**config.mk**
```make
export PLATFORM = sky130hd
export DESIGN_NAME = double_ended_queue
export DESIGN_NICKNAME = d
export VERILOG_FILES = /design/src/sv/dq_pkg.sv /design/src/sv/dq_ctrl.sv /design/src/sv/dq_datapath.sv /design/src/sv/double_ended_queue.sv
export SDC_FILE = /design/constraint.sdc
export NUM_CORES = 1
export LEC_CHECK = 0
export ABC_AREA = 1
export BUFFER_PORTS_ARGS = -buffer_cell sky130_fd_sc_hd__buf_4
export CAP_MARGIN = 20
export CORE_MARGIN = 5
export CORE_UTILIZATION = 35
export DETAILED_ROUTE_END_ITERATION = 6
export GPL_TIMING_DRIVEN = 0
export SKIP_LAST_GASP = 1
export SLEW_MARGIN = 20
export SYNTH_ARGS = -nofsm -noshare
export SYNTH_HDL_FRONTEND = slang
export SYNTH_SLANG_ARGS = --single-unit
export TNS_END_PERCENT = 5
```
**constraint.sdc**
```tcl
create_clock -name clock -period 5.6 [get_ports clock]
set_input_delay 0.56 -clock clock [delete_from_list [all_inputs] [get_ports clock]]
set_output_delay 0.56 -clock clock [all_outputs]
set_load 0.01 [all_outputs]
```
**src/sv/dq_pkg.sv**
```systemverilog
// ----------------------------------------------------------------------------
// dq_pkg
// shared types and constants of the double-ended queue: sizes, operation and
// status codes, controller states and the controller-to-datapath command
// ----------------------------------------------------------------------------
package dq_pkg;

   localparam int DEPTH      = 16;
   localparam int DATA_WIDTH = 32;
   localparam int IDX_W      = $clog2(DEPTH);
   localparam int CNT_W      = $clog2(DEPTH + 1);
   localparam int SUM_W      = IDX_W + 1;

   typedef logic [DATA_WIDTH-1:0] word_type;
   typedef logic [IDX_W-1:0]      idx_type;
   typedef logic [CNT_W-1:0]      cnt_type;
   typedef logic [SUM_W-1:0]      sum_type;

   typedef enum logic [2:0] {
      OP_PUSH_FRONT = 3'd0,
      OP_PUSH_BACK  = 3'd1,
      OP_POP_FRONT  = 3'd2,
      OP_POP_BACK   = 3'd3,
      OP_PEEK_FRONT = 3'd4,
      OP_PEEK_BACK  = 3'd5
   } op_type;

   typedef enum logic [1:0] {
      ST_OK    = 2'd0,
      ST_EMPTY = 2'd1,
      ST_FULL  = 2'd2
   } status_type;

   typedef enum logic [1:0] {
      S_IDLE,
      S_ACCESS,
      S_FORM
   } state_type;

   typedef struct packed {
      logic capture;
      logic access;
      logic load_out;
   } cmd_type;

endpackage

```
**src/sv/dq_ctrl.sv**
```systemverilog
// ----------------------------------------------------------------------------
// dq_ctrl
// sequencer of the double-ended queue: takes an item, runs the storage access,
// then loads the result register once it is free or being drained
// ----------------------------------------------------------------------------
module dq_ctrl
   import dq_pkg::*;
(
   input  logic    clock,
   input  logic    reset,
   input  logic    req_tvalid,
   output logic    req_tready,
   output logic    rsp_tvalid,
   input  logic    rsp_tready,
   output cmd_type cmd
);

   state_type state_ff, state_in;
   logic      rsp_valid_ff, rsp_valid_in;

   always_comb begin
      state_in = state_ff;
      unique case (state_ff)
         S_IDLE: begin
            if (req_tvalid) begin
               state_in = S_ACCESS;
            end
         end
         S_ACCESS: begin
            state_in = S_FORM;
         end
         S_FORM: begin
            if (!rsp_valid_ff || rsp_tready) begin
               state_in = S_IDLE;
            end
         end
         default: begin
            state_in = S_IDLE;
         end
      endcase
   end

   always_comb begin
      cmd = '0;
      req_tready = 1'b0;
      unique case (state_ff)
         S_IDLE: begin
            req_tready  = 1'b1;
            cmd.capture = req_tvalid;
         end
         S_ACCESS: begin
            cmd.access = 1'b1;
         end
         S_FORM: begin
            cmd.load_out = !rsp_valid_ff || rsp_tready;
         end
         default: begin
            cmd = '0;
         end
      endcase
   end

   always_comb begin
      rsp_valid_in = rsp_valid_ff;
      if (cmd.load_out) begin
         rsp_valid_in = 1'b1;
      end else if (rsp_tready) begin
         rsp_valid_in = 1'b0;
      end
   end

   assign rsp_tvalid = rsp_valid_ff;

   always_ff @(posedge clock) begin
      if (reset) begin
         state_ff     <= S_IDLE;
         rsp_valid_ff <= 1'b0;
      end else begin
         state_ff     <= state_in;
         rsp_valid_ff <= rsp_valid_in;
      end
   end

endmodule

```
**src/sv/dq_datapath.sv**
```systemverilog
// ----------------------------------------------------------------------------
// dq_datapath
// ring buffer storage with front index and fill count, operation decode,
// status generation and the result register
// ----------------------------------------------------------------------------
module dq_datapath
   import dq_pkg::*;
(
   input  logic        clock,
   input  logic        reset,
   input  cmd_type     cmd,
   input  logic [2:0]  operation,
   input  logic [31:0] data_in,
   output logic [39:0] result  // data_out, status, is_empty, entry_count
);

   word_type   mem [DEPTH];
   logic [2:0] op_ff;
   word_type   din_ff;
   word_type   rd_ff;
   idx_type    front_ff, front_in;
   cnt_type    count_ff, count_in;
   status_type status_ff, status_in;
   logic       read_ok_ff;
   logic [39:0] result_ff;

   logic    full, empty, is_push, is_read, use_front;
   logic    do_write, do_read;
   idx_type front_dec, front_inc, tail_idx, back_idx, addr;
   sum_type tail_sum, back_sum;

   assign full    = count_ff == CNT_W'(DEPTH);
   assign empty   = count_ff == '0;
   assign is_push = op_ff == OP_PUSH_FRONT || op_ff == OP_PUSH_BACK;
   assign is_read = op_ff == OP_POP_FRONT || op_ff == OP_POP_BACK ||
                    op_ff == OP_PEEK_FRONT || op_ff == OP_PEEK_BACK;
   assign use_front = op_ff == OP_POP_FRONT || op_ff == OP_PEEK_FRONT;

   // ring index arithmetic, sums stay below twice the depth
   assign front_dec = (front_ff == '0) ? IDX_W'(DEPTH - 1) : front_ff - 1'b1;
   assign front_inc = (front_ff == IDX_W'(DEPTH - 1)) ? '0 : front_ff + 1'b1;
   assign tail_sum  = SUM_W'(front_ff) + SUM_W'(count_ff);
   assign back_sum  = tail_sum - 1'b1;
   assign tail_idx  = (tail_sum >= SUM_W'(DEPTH)) ?
                      IDX_W'(tail_sum - SUM_W'(DEPTH)) : IDX_W'(tail_sum);
   assign back_idx  = (back_sum >= SUM_W'(DEPTH)) ?
                      IDX_W'(back_sum - SUM_W'(DEPTH)) : IDX_W'(back_sum);

   assign do_write = cmd.access && is_push && !full;
   assign do_read  = cmd.access && is_read && !empty;

   always_comb begin
      priority case (1'b1)
         op_ff == OP_PUSH_FRONT: addr = front_dec;
         op_ff == OP_PUSH_BACK:  addr = tail_idx;
         use_front:              addr = front_ff;
         default:                addr = back_idx;
      endcase
   end

   always_comb begin
      front_in  = front_ff;
      count_in  = count_ff;
      status_in = ST_OK;
      if (is_push && full) begin
         status_in = ST_FULL;
      end else if (is_read && empty) begin
         status_in = ST_EMPTY;
      end else if (is_push) begin
         count_in = count_ff + 1'b1;
         if (op_ff == OP_PUSH_FRONT) begin
            front_in = front_dec;
         end
      end else if (op_ff == OP_POP_FRONT) begin
         count_in = count_ff - 1'b1;
         front_in = front_inc;
      end else if (op_ff == OP_POP_BACK) begin
         count_in = count_ff - 1'b1;
      end
   end

   always_ff @(posedge clock) begin
      if (do_write) begin
         mem[addr] <= din_ff;
      end
      if (do_read) begin
         rd_ff <= mem[addr];
      end
   end

   always_ff @(posedge clock) begin
      if (reset) begin
         front_ff <= '0;
         count_ff <= '0;
      end else if (cmd.access) begin
         front_ff <= front_in;
         count_ff <= count_in;
      end
   end

   always_ff @(posedge clock) begin
      if (cmd.capture) begin
         op_ff  <= operation;
         din_ff <= word_type'(data_in);
      end
      if (cmd.access) begin
         status_ff  <= status_in;
         read_ok_ff <= is_read && !empty;
      end
      if (cmd.load_out) begin
         result_ff <= {count_ff, empty, status_ff,
                       read_ok_ff ? 32'(rd_ff) : 32'd0};
      end
   end

   assign result = result_ff;

endmodule

```
**src/sv/double_ended_queue.sv**
```systemverilog
// ----------------------------------------------------------------------------
// double_ended_queue
// bounded deque of 16 words in a ring buffer with push, pop and peek at
// either end, one result item for every request item
// ----------------------------------------------------------------------------
// Each request item passes through capture, one storage access (a write
// for a push, a registered read for a pop or peek) and loading of the result
// register, which waits while a held result is not drained. A new request is
// taken while the previous result still waits in the result register.
// Pops and peeks on an empty deque report an empty error, pushes into a full
// deque report a full error and drop the word; codes 6 and 7 do nothing.
module double_ended_queue
   import dq_pkg::*;
(
   input  logic        clock,
   input  logic        reset,
   input  logic        req_tvalid,
   output logic        req_tready,
   input  logic [31:0] req_tdata,  // data_in
   input  logic [2:0]  req_tuser,  // operation
   output logic        rsp_tvalid,
   input  logic        rsp_tready,
   output logic [39:0] rsp_tdata   // data_out, status, is_empty, entry_count
);

   cmd_type cmd;

   dq_ctrl u_ctrl (
      .clock      (clock),
      .reset      (reset),
      .req_tvalid (req_tvalid),
      .req_tready (req_tready),
      .rsp_tvalid (rsp_tvalid),
      .rsp_tready (rsp_tready),
      .cmd        (cmd)
   );

   dq_datapath u_datapath (
      .clock     (clock),
      .reset     (reset),
      .cmd       (cmd),
      .operation (req_tuser),
      .data_in   (req_tdata),
      .result    (rsp_tdata)
   );

endmodule

```
### After elaboration in Yosys (flattened, before gate mapping)

Memories as Yosys holds them, arrays and structs flattened. A register that Yosys moved wholly into a read port is not among the register bits.
Index checks and enable logic that the tools add are counted.

* add/sub/neg operators: 8
* bitwise logic cells: 2
* order comparisons: 2
* equality and inequality tests: 12
* reductions and logical operators: 26
* mux-type cells: 25

Operators with widths (count)
* $mux 4: 10
* $mux 5: 3
* $sub 4x1->4 const B: 3
* $ge 5x5->1 const B: 2
* $sub 5x1->5 const B: 2
* $mux 1: 9
* $logic_and 1x1->1: 7
* $eq 3x2->1 const B: 2
* $eq 3x3->1 const B: 2
* $logic_or 1x1->1: 6
* $pmux 2 s3: 1
* $add 4x5->5: 1
* $add 5x1->5 const B: 1
* $eq 5x5->1 const B: 1
* $logic_not 5->1: 1
* $reduce_and 5->1: 1
* $add 4x1->4 const B: 1
* $eq 4x4->1 const B: 1
* $logic_not 4->1: 1
* $mux 2: 2
* $ne 2x2->1 const B: 2
* $reduce_and 4->1: 1
* $reduce_bool 2->1: 2
* $eq 3x1->1 const B: 1
* 9 further kinds: 12

* flip-flop bits (word level): 90
* memories kept: 1
* input port bits: 39
* output and inout bits: 42
* memory bits (writable): 512

Memories
* u_datapath.mem: words 16, bits a word 32, rd ports 1, clocked after memory_dff 1, write ports 1, line dq_datapath.sv:17 `word_type mem [DEPTH];`

### Longest topological paths before layout

* depth in word-level cells: 7
* mapped depth: 17
* mapped depth without buffers: 16

### By module

Synthesis repeated with hierarchy kept, for this count alone.

* cells, all modules: 2498
* area total of the unflattened synthesis: 26909.6 um^2

By module, submodules not included
* dq_datapath: area each 26753.2 um^2, cells an instance 2478, sequential area each 18858.1 um^2, times used 1
* dq_ctrl: area each 156.4 um^2, cells an instance 20, sequential area each 60.1 um^2, times used 1

### Least setup slack after synthesis

No wires, ideal clock.

* kind: register to register
* start: register u_datapath.count_ff[0]
* end: memory u_datapath.mem[7][0] (netlist bit), enable pin
* path buffers: 2
* arrival time: 3.549 ns
* cell stages (with the launch flop): 12
* library setup time: 0.421 ns
* clock period less this slack: 3.970 ns
* slack: 1.630 ns
* cells stage by stage: dfxtp_1 ha_1 fa_1 inv_1 ha_1 o21ai_1 o21ai_2 inv_2 buf_2 buf_2 nand4_1 nor2_1

* word-level cells in the longest chain between the ends: 7
* elaborated cells on any way between the ends: 16
* those cells by class: add/sub: 4; order compare: 2; eq/ne: 1; mux: 7; reduce/logical: 2

Ends and longest elaborated chain
* start, declared: line dq_datapath.sv:22 `cnt_type count_ff, count_in;`
* start signal, assigned: line dq_datapath.sv:97 `count_ff <= count_in;`
* $add 4x5->5: line dq_datapath.sv:42 `assign tail_sum = SUM_W'(front_ff) + SUM_W'(count_ff);`
* $sub 5x1->5: line dq_datapath.sv:43 `assign back_sum = tail_sum - 1'b1;`
* $sub 4x1->4 or $ge 5x5->1 (tied branches): line dq_datapath.sv:47, dq_datapath.sv:46
* $mux 4: line dq_datapath.sv:46 `assign back_idx = (back_sum >= SUM_W'(DEPTH)) ?`
* $mux 4 (3 in series): line dq_datapath.sv:53 `priority case (1'b1)`
* end, declared: line dq_datapath.sv:17

Parallel ways exist; a longest one is shown, timed or not.

### Worst setup path in the final report

* start: register u_datapath.count_ff[0]
* end: memory u_datapath.mem[9][25] (netlist bit), enable pin

The elaborated chain is that of the path after synthesis.

==> flow_metrics.tcl <==
set metrics [dict create \
    grt_max_degree 25 \
    worst_pin_slew_ns 0.895 \
    drive_gt1_share_pct 13.4 \
    dp_slack_ns 1.15 \
    worstPathCellList "ha_1, fa_1, inv_1, ha_1, o21ai_1, o21ai_2, buf_2, buf_2, nand4_1, nor2_4, buf_16" \
    grt_usage_pct 17.3 \
    synth.cell_area_um2 26600 \
    critPathKind "register to register" \
    synth.top_cell.area_share_pct 70.2 \
    synth_area_leader_cell "edfxtp_1" \
    cts_buffers 68 \
    min_period_ns 4.51 \
    path_delay_family "simple AND/OR/NAND/NOR gates" \
    synth.distinct_cells 33 \
    worstPathRequired_ns 5.89 \
    grt-ovfl-total 0 \
    clk_pin_slew_ns 0.06 \
    yosysSeqAreaShare_pct 71.1 \
    status "finished clean" \
    fin_ws_ns 1.09 \
    post-route-period-util_pct 80.6 \
    dr.pass1.iters 7 \
    hold_path.class "primary input to register" \
    critPathSlowestCell "nor2_4" \
    ant_nets 0 \
    antenna_found_initial 1 \
    power_density_nw_per_um2 361 \
    clock-sinks 634 \
    p_seq_share_pct 47.8 \
    routabilityCongestion 0.817 \
    ios 81 \
    synth_fp_nets 2518 \
    postCtsSetupRepairBufs 0 \
    postCtsResizedCells 0 \
    synth_edf_count 622 \
    path_buf_inv 4 \
    antenna_cells 0 \
    synthArstFlopShare_pct 0 \
    end_kind "register" \
    drtIter0Drc 1393 \
    h-tree-depth 3 \
    die-width_um 286 \
    yosysWarnings 0 \
    hold_ws_ns 0.126 \
    hold_buffers 0 \
    grt_pass1_wl_um 107000 \
    startpoint_type "register" \
    crit_fanout 17 \
    finalInstanceArea_um2 31300 \
    clk-insertion-delay-late_ns 0.61 \
    synth_cells 2468 \
    place_area_um2 29100 \
    skew_ns 0.0239 \
    post-route-util_pct 41.3 \
    finalNetCount 2695 \
    peakVddDrop_uv 155 \
    fmax_ghz 0.222 \
    critPathArrivalTime_ns 4.80 \
    drc 0 \
    cts_tree "yes" \
    hpwl_um 48500 \
    dr_total_vias 17900 \
    max-slew-margin-rel_pct 40.3 \
    max_stage_delay_ns 0.78 \
    port_buffers 80 \
    maxCapViolCount 0 \
    grt_setup_unrepaired "no" \
    ys.flop_type "edfxtp_1" \
    post_drt_wl_per_cell_um 19.6 \
    p_int_mw 8.32 \
    power_frac_clock_pct 39.3 \
    wirelength_um 71900 \
    vias_per_cell 4.86 \
    maxSlewViolCount 0 \
    syn_to_final_growth_pct 17.5 \
    p_sw_share_pct 26.3 \
    setup_viol 0 \
    synth_area_leaders "edfxtp_1 (70%), nand2_1 (17%), nand3_1 (5.1%)" \
    leakagePower_nw 12.9 \
    dieArea_um2 81600 \
    synth.avg_cell_area_um2 10.8 \
    initial_core_util_pct 35.2 \
    clockBufferDepth 3 \
    grt_pass1_vias 17100 \
    core_area_um2 75700 \
    die_height_um 286 \
    switchingPower_mw 2.97 \
    cts-root-buf "clkbuf_16" \
    ys_ff_latch 634 \
    combPwrFrac_pct 12.9 \
    hold_violations 0 \
    rows 101 \
]
placed cells by master, fill, tap and decap left out, types with 3 or more instances in the layout:
| cell type | n |
|---|---|
| a21oi_1 | 16 |
| buf_12 | 5 |
| buf_16 | 12 |
| buf_2 | 97 |
| buf_4 | 102 |
| buf_6 | 3 |
| bufinv_16 | 6 |
| clkbuf_1 | 26 |
| clkbuf_16 | 70 |
| clkinv_1 | 13 |
| clkinv_2 | 7 |
| clkinv_4 | 4 |
| clkinvlp_4 | 3 |
| dfxtp_1 | 12 |
| edfxtp_1 | 622 |
| ha_1 | 9 |
| inv_1 | 128 |
| inv_2 | 11 |
| inv_6 | 4 |
| nand2_1 | 1185 |
| nand2_2 | 3 |
| nand3_1 | 270 |
| nor2_1 | 17 |
| nor2_4 | 17 |
| nor3_2 | 3 |
| o21ai_0 | 16 |
| xnor2_1 | 3 |
| xor2_1 | 6 |
registers in the layout (all words and copies together) (netlist names):
| name | count |
|---|---|
| u_datapath.front_ff | 4 |
| u_ctrl.state_ff | 2 |
| u_datapath.read_ok_ff | 1 |
| u_datapath.status_ff | 2 |
| u_datapath.rd_ff | 32 |
| u_datapath.mem | 512 |
| u_datapath.result | 40 |
| u_datapath.op_ff | 3 |
| u_ctrl.rsp_tvalid | 1 |
| u_datapath.din_ff | 32 |
| u_datapath.count_ff | 5 |
cell families after synthesis:
kind of cell	Yosys count	synth area share, %
AND/OR/NAND/NOR	1505	22.7
XOR/XNOR	9	0.296
AO/OA/AOI/OAI	42	0.875
flip-flops	634	71.1
buffers and inverters	267	4.45
adder cells (fa/ha/maj)	11	0.574
power groups by stage:
| stage | registers, mW | clock network, mW | logic, mW |
|---|---|---|---|
| 2_1_floorplan | 5.45 | 0 | 0.917 |
| 3_3_place_gp | 5.50 | 0 | 1.42 |
| 3_5_place_dp | 5.49 | 0 | 1.45 |
| 4_1_cts | 5.39 | 4.53 | 1.46 |
| 5_1_grt | 5.40 | 4.73 | 1.63 |
| 6_report | 5.39 | 4.44 | 1.46 |
cells in the mapped netlist (2+ instances only):
| cell type | number |
|---|---|
| a21oi_1 | 16 |
| buf_2 | 97 |
| nand4_1 | 2 |
| buf_4 | 14 |
| a21oi_2 | 2 |
| o21ai_2 | 2 |
| nor2_2 | 2 |
| nand3_1 | 270 |
| inv_2 | 11 |
| nor2_1 | 34 |
| dfxtp_1 | 12 |
| xnor2_1 | 3 |
| fa_1 | 2 |
| nand2_2 | 3 |
| edfxtp_1 | 622 |
| o21ai_0 | 16 |
| o21ai_1 | 2 |
| xor2_1 | 6 |
| nand2_1 | 1185 |
| clkbuf_1 | 15 |
| nor3_1 | 3 |
| a31oi_1 | 2 |
| inv_1 | 128 |
| ha_1 | 9 |
| nand2_4 | 2 |
worst paths after layout:
check / end / cells past startpoint / slack, ns / from
worst max-delay path: u_datapath.mem[9][25] / 11 / 1.09 / u_datapath.count_ff[0]
worst min-delay path: u_datapath.op_ff[2] / 1 / 0.13 / req_tuser[2]
worst max register to register: u_datapath.mem[9][25] / 11 / 1.09 / u_datapath.count_ff[0]
worst min register to register: u_datapath.result[33] / 0 / 0.42 / u_datapath.status_ff[1]
layer usage:
layer / vias to the layer above / GRT usage, % / part of all wire, %
met2: 649 / 28.9 / 48
met1: 8518 / 22.8 / 42
met3: 125 / 3.44 / 7.6
met4: 0 / 5.59 / 2.7
li1: 8570 / - / -
met5: - / 0 / 0
cell type report:
class / instances / area (um2)
Fill cell: 7044 / 44400
Clock buffer: 83 / 1820
Timing Repair Buffer: 107 / 1110
Multi-Input combinational cell: 1567 / 6640
Inverter: 139 / 522
Sequential cell: 634 / 18900
Tap cell: 978 / 1220
Buffer: 128 / 663
Clock inverter: 38 / 373
through the flow:
| step | cells | TNS, ns | power (mW) |
|---|---|---|---|
| floorplan | 2468 | 0 | 6.37 |
| global placement | 3526 | -312.41 | 6.91 |
| detailed placement | 3553 | 0 | 6.95 |
| CTS | 3674 | 0 | 11.4 |
| global route | 3674 | 0 | 11.8 |
| finish | 3674 | 0 | 11.3 |
Power figures use the tool's default switching activity.
